## src/rtl/core/bda_pkg.sv

```systemverilog
// Shared types and constants for the box downscale average unit.
`timescale 1ns / 1ps

package bda_pkg;

    localparam int CHANNEL_BITS   = 8;
    localparam int NUM_CHANNELS   = 3;
    localparam int CFG_INDEX_BITS = 2;
    localparam int CFG_DATA_BITS  = 13;
    localparam int FACTOR_BITS    = 5;
    localparam int QUOT_BITS      = CHANNEL_BITS;
    localparam int STEP_BITS      = $clog2(QUOT_BITS);

    localparam logic [CFG_INDEX_BITS-1:0] REG_WIDTH  = 2'd0;
    localparam logic [CFG_INDEX_BITS-1:0] REG_HEIGHT = 2'd1;
    localparam logic [CFG_INDEX_BITS-1:0] REG_FACTOR = 2'd2;

    // Controller to datapath
    typedef struct packed {
        logic accept;     // latch pixel, issue line store read, advance counters
        logic acc;        // add pixel to read sums and write back
        logic div_start;  // load dividers with the finished block sums
        logic div_step;   // one quotient bit per channel
        logic out_load;   // move quotients into the output register
    } cmd_t;

    // Datapath to controller
    typedef struct packed {
        logic emit;       // current pixel completes a block inside the used area
        logic out_free;   // output register can take a result this cycle
    } status_t;

endpackage

```

## src/rtl/core/bda_ctrl.sv

```systemverilog
// Controller state machine: pixel accept, accumulate, divide, output load.
`timescale 1ns / 1ps

module bda_ctrl (
    input  logic             clk,
    input  logic             rst_n,
    input  logic             in_valid,
    output logic             in_ready,
    input  bda_pkg::status_t status,
    output bda_pkg::cmd_t    cmd
);

    localparam logic [1:0] ST_IDLE = 2'd0;
    localparam logic [1:0] ST_ACC  = 2'd1;
    localparam logic [1:0] ST_DIV  = 2'd2;
    localparam logic [1:0] ST_PUSH = 2'd3;

    logic [1:0]                   state_reg, state_next;
    logic [bda_pkg::STEP_BITS-1:0] step_reg, step_next;

    always_comb
    begin
        state_next = state_reg;
        step_next  = step_reg;
        cmd        = '0;
        in_ready   = 1'b0;
        unique case (state_reg)
            ST_IDLE:
            begin
                in_ready   = 1'b1;
                cmd.accept = in_valid;
                if (in_valid)
                begin
                    state_next = ST_ACC;
                end
            end
            ST_ACC:
            begin
                cmd.acc = 1'b1;
                if (status.emit)
                begin
                    cmd.div_start = 1'b1;
                    step_next     = '0;
                    state_next    = ST_DIV;
                end
                else
                begin
                    state_next = ST_IDLE;
                end
            end
            ST_DIV:
            begin
                cmd.div_step = 1'b1;
                step_next    = step_reg + 1'b1;
                if (step_reg == bda_pkg::STEP_BITS'(bda_pkg::QUOT_BITS - 1))
                begin
                    state_next = ST_PUSH;
                end
            end
            ST_PUSH:
            begin
                // hold until the output register frees up
                if (status.out_free)
                begin
                    cmd.out_load = 1'b1;
                    state_next   = ST_IDLE;
                end
            end
            default:
            begin
                state_next = ST_IDLE;
            end
        endcase
    end

    always_ff @(posedge clk or negedge rst_n)
    begin
        if (!rst_n)
        begin
            state_reg <= ST_IDLE;
            step_reg  <= '0;
        end
        else
        begin
            state_reg <= state_next;
            step_reg  <= step_next;
        end
    end

endmodule

```

## config.mk

```make
export PLATFORM = sky130hd
export DESIGN_NAME = bda_ctrl
export DESIGN_NICKNAME = d
export VERILOG_FILES = /design/src/rtl/core/bda_pkg.sv /design/src/rtl/core/bda_ctrl.sv
export SDC_FILE = /design/constraint.sdc
export NUM_CORES = 1
export LEC_CHECK = 0
export ABC_CLOCK_PERIOD_IN_PS = 2500
export BUFFER_PORTS_ARGS = -buffer_cell sky130_fd_sc_hd__clkbuf_2
export CAP_MARGIN = 20
export CORE_AREA = 3 3 40 42
export CTS_BUF_LIST = sky130_fd_sc_hd__clkbuf_4
export DETAILED_ROUTE_END_ITERATION = 10
export DIE_AREA = 0 0 43 45
export PLACE_DENSITY_LB_ADDON = 0.3
export SYNTH_ARGS = -nofsm -noshare
export SYNTH_HDL_FRONTEND = slang
export SYNTH_SLANG_ARGS = --single-unit
```

## constraint.sdc

```tcl
create_clock -name clk -period 2.5 [get_ports clk]
set_clock_uncertainty 0.15 [all_clocks]
set_input_delay 0.25 -clock clk [delete_from_list [all_inputs] [get_ports clk]]
set_output_delay 0.25 -clock clk [all_outputs]
set_load 0.05 [all_outputs]
```

==> results.cfg <==
[clocking]
cts_resized = 0
clock_latency_ns = 0.24
root_buffer = clkbuf_4
cts_buffer_depth = 2
cts.clk_slew.worst_paths_ns = 0.05
cts.sinks = 5
cts_made_buffers = 3
cts_tree = built
htree_levels = 1

[detailed_routing]
drc = 0
vias = 254
ant_nets = 0
viasPerCell = 4.38
drtIter0Drc = 3
post_drt_wl_per_cell_um = 11.4
wirelength_um = 662
first_pass_iters = 3

[logic_synthesis]
ys_ff_latch = 5
synth_nets = 37
synth_area_leaders = dfrtp_1 37%, ha_1 7.4%, buf_6 6.7%
ys_seq_area_share_pct = 37.0
syn_area_um2 = 338
netlist.area_leader.share_pct = 37.0
yosys.cell_types.count = 20
syn_area_per_cell_um2 = 11.3
synth_cells = 30
yosysTopAreaCell = dfrtp_1
yosys_warnings = 0

[run_status]
run_status = finished, final reports clean

[global_route]
track_usage_pct = 7.78
grt.overflow.total = 0
grt_pass1_wl_um = 1150
first_global_vias = 273
grt_antenna_before_repair = 0
grt_max_degree = 13

[die]
start_util_pct = 26.3
core.rowCount = 13
die_x_um = 43
io_pins = 11
core_area_um2 = 1280
die_h_um = 45
die_area_um2 = 1940

[finish]
diodes = 0
regArea_um2 = 125
final_cells = 58
final_cell_mix = 10 x clkbuf_2, 5 x dfrtp_1, 4 x clkbuf_4
final_common_cell = clkbuf_2
fill_cells = 137
area.growth.synth_to_final_pct = 25.6
multi_input_area_um2 = 183
nets = 51
drive_gt1_share_pct = 44.2

[timing]
slew_violations = 0
layout_worst_path_cycle_share_pct = 71.7
layout_setup_ws_ns = 0.708
fmax_ghz = 0.558
rsz0062_at_grt = no
fin_tns_setup_ns = 0
slew_headroom_pct = 74.6
hold_viol_final = 0
tightestPinTransition_ns = 0.382
finalSetupViolations = 0
min_period_ns = 1.79

[worst_hold_path]
whs_path_depth = 2
hold_path.class = input pin to register
hold_start = status[1]

[run]
maxCapViolations = 0

[place]
dp.cells = 53
hpwl_um = 505
place_congestion = 0.653
io_buffers = 10
place_ws_ns = 0.964

[critical_path]
reg2reg_depth = 4
rr_endpoint = state_reg[0]
path_class = register to output port
cp_max_fo = 12
r2r_start = step_reg[0]
ff2ff_setup_slack_ns = 1.03
arrival_ns = 1.39
end_kind = output port
worstPathRequired_ns = 2.10
cp-start-kind = register
## cell type report
cell class	instances	share of cell area, %
timing repair buffer	11	14.2
multi-input combinational	21	43.1
sequential	5	29.5
inverter	2	1.77
tap	15	4.42
clock buffer	4	7.08
## per-stage QoR
step	util (%)	hold slack, ns	area, um2
after global placement	29.9	-0.0694	384
after detailed placement	29.9	-0.0696	384
after CTS	33.0	0.172	424
final	33.0	0.167	424
after global routing	33.0	0.188	424
after floorplan	-	-0.196	338
## layer usage
| layer | up-vias | GRT usage, % | wire [um] |
|---|---|---|---|
| met3 | 0 | 1.20 | 30 |
| met2 | 5 | 12.6 | 301 |
| li1 | 133 | - | - |
| met5 | - | 0 | 0 |
| met4 | 0 | 3.61 | 0 |
| met1 | 116 | 10.2 | 330 |
## synth_stat cells
| library cell | instances |
|---|---|
| nand2b_1 | 2 |
| a21boi_1 | 2 |
| ha_1 | 2 |
| buf_6 | 2 |
| inv_2 | 1 |
| a31o_1 | 1 |
| nand2b_2 | 1 |
| nor2b_1 | 1 |
| or2_1 | 1 |
| a221oi_2 | 1 |
| nand2_1 | 1 |
| dfrtp_1 | 5 |
| a22o_1 | 1 |
| a21bo_1 | 1 |
| inv_1 | 1 |
| nor2b_4 | 1 |
| and2_1 | 1 |
| o221a_1 | 2 |
| nor3b_2 | 1 |
| nor2_1 | 2 |
## critical path, cell delays in order (launching register included)
cell and delay [ns]:
dfrtp_1 0.53, nor2b_4 0.22, and2_1 0.13, clkbuf_2 0.27
## worst max path at each step
stage | start | to | slack, ns
2_1_floorplan | state_reg[0] | cmd[2] | 0.80
3_3_place_gp | state_reg[0] | cmd[2] | 0.99
3_5_place_dp | state_reg[0] | cmd[2] | 0.96
4_1_cts | state_reg[0] | cmd[2] | 0.70
5_1_grt | state_reg[0] | cmd[2] | 0.60
6_report | state_reg[0] | cmd[2] | 0.71
## what timing repair did
action                     4_1_cts  5_1_grt
setup buffers                    0        0
setup endpoints to repair        0        0
hold endpoints to repair         5        0
hold buffers                     1        0
## logic make-up after synthesis
group	Yosys count	synth area share (%)
AOI/OAI and AO/OA	8	23.7
adders and majority gates	2	7.41
buffers and inverters	4	8.89
DFF	5	37.0
and+or+nand+nor	11	23.0
Power is not shown: default switching activity piles up to over one toggle a cycle in this logic, so the estimate is an artifact.
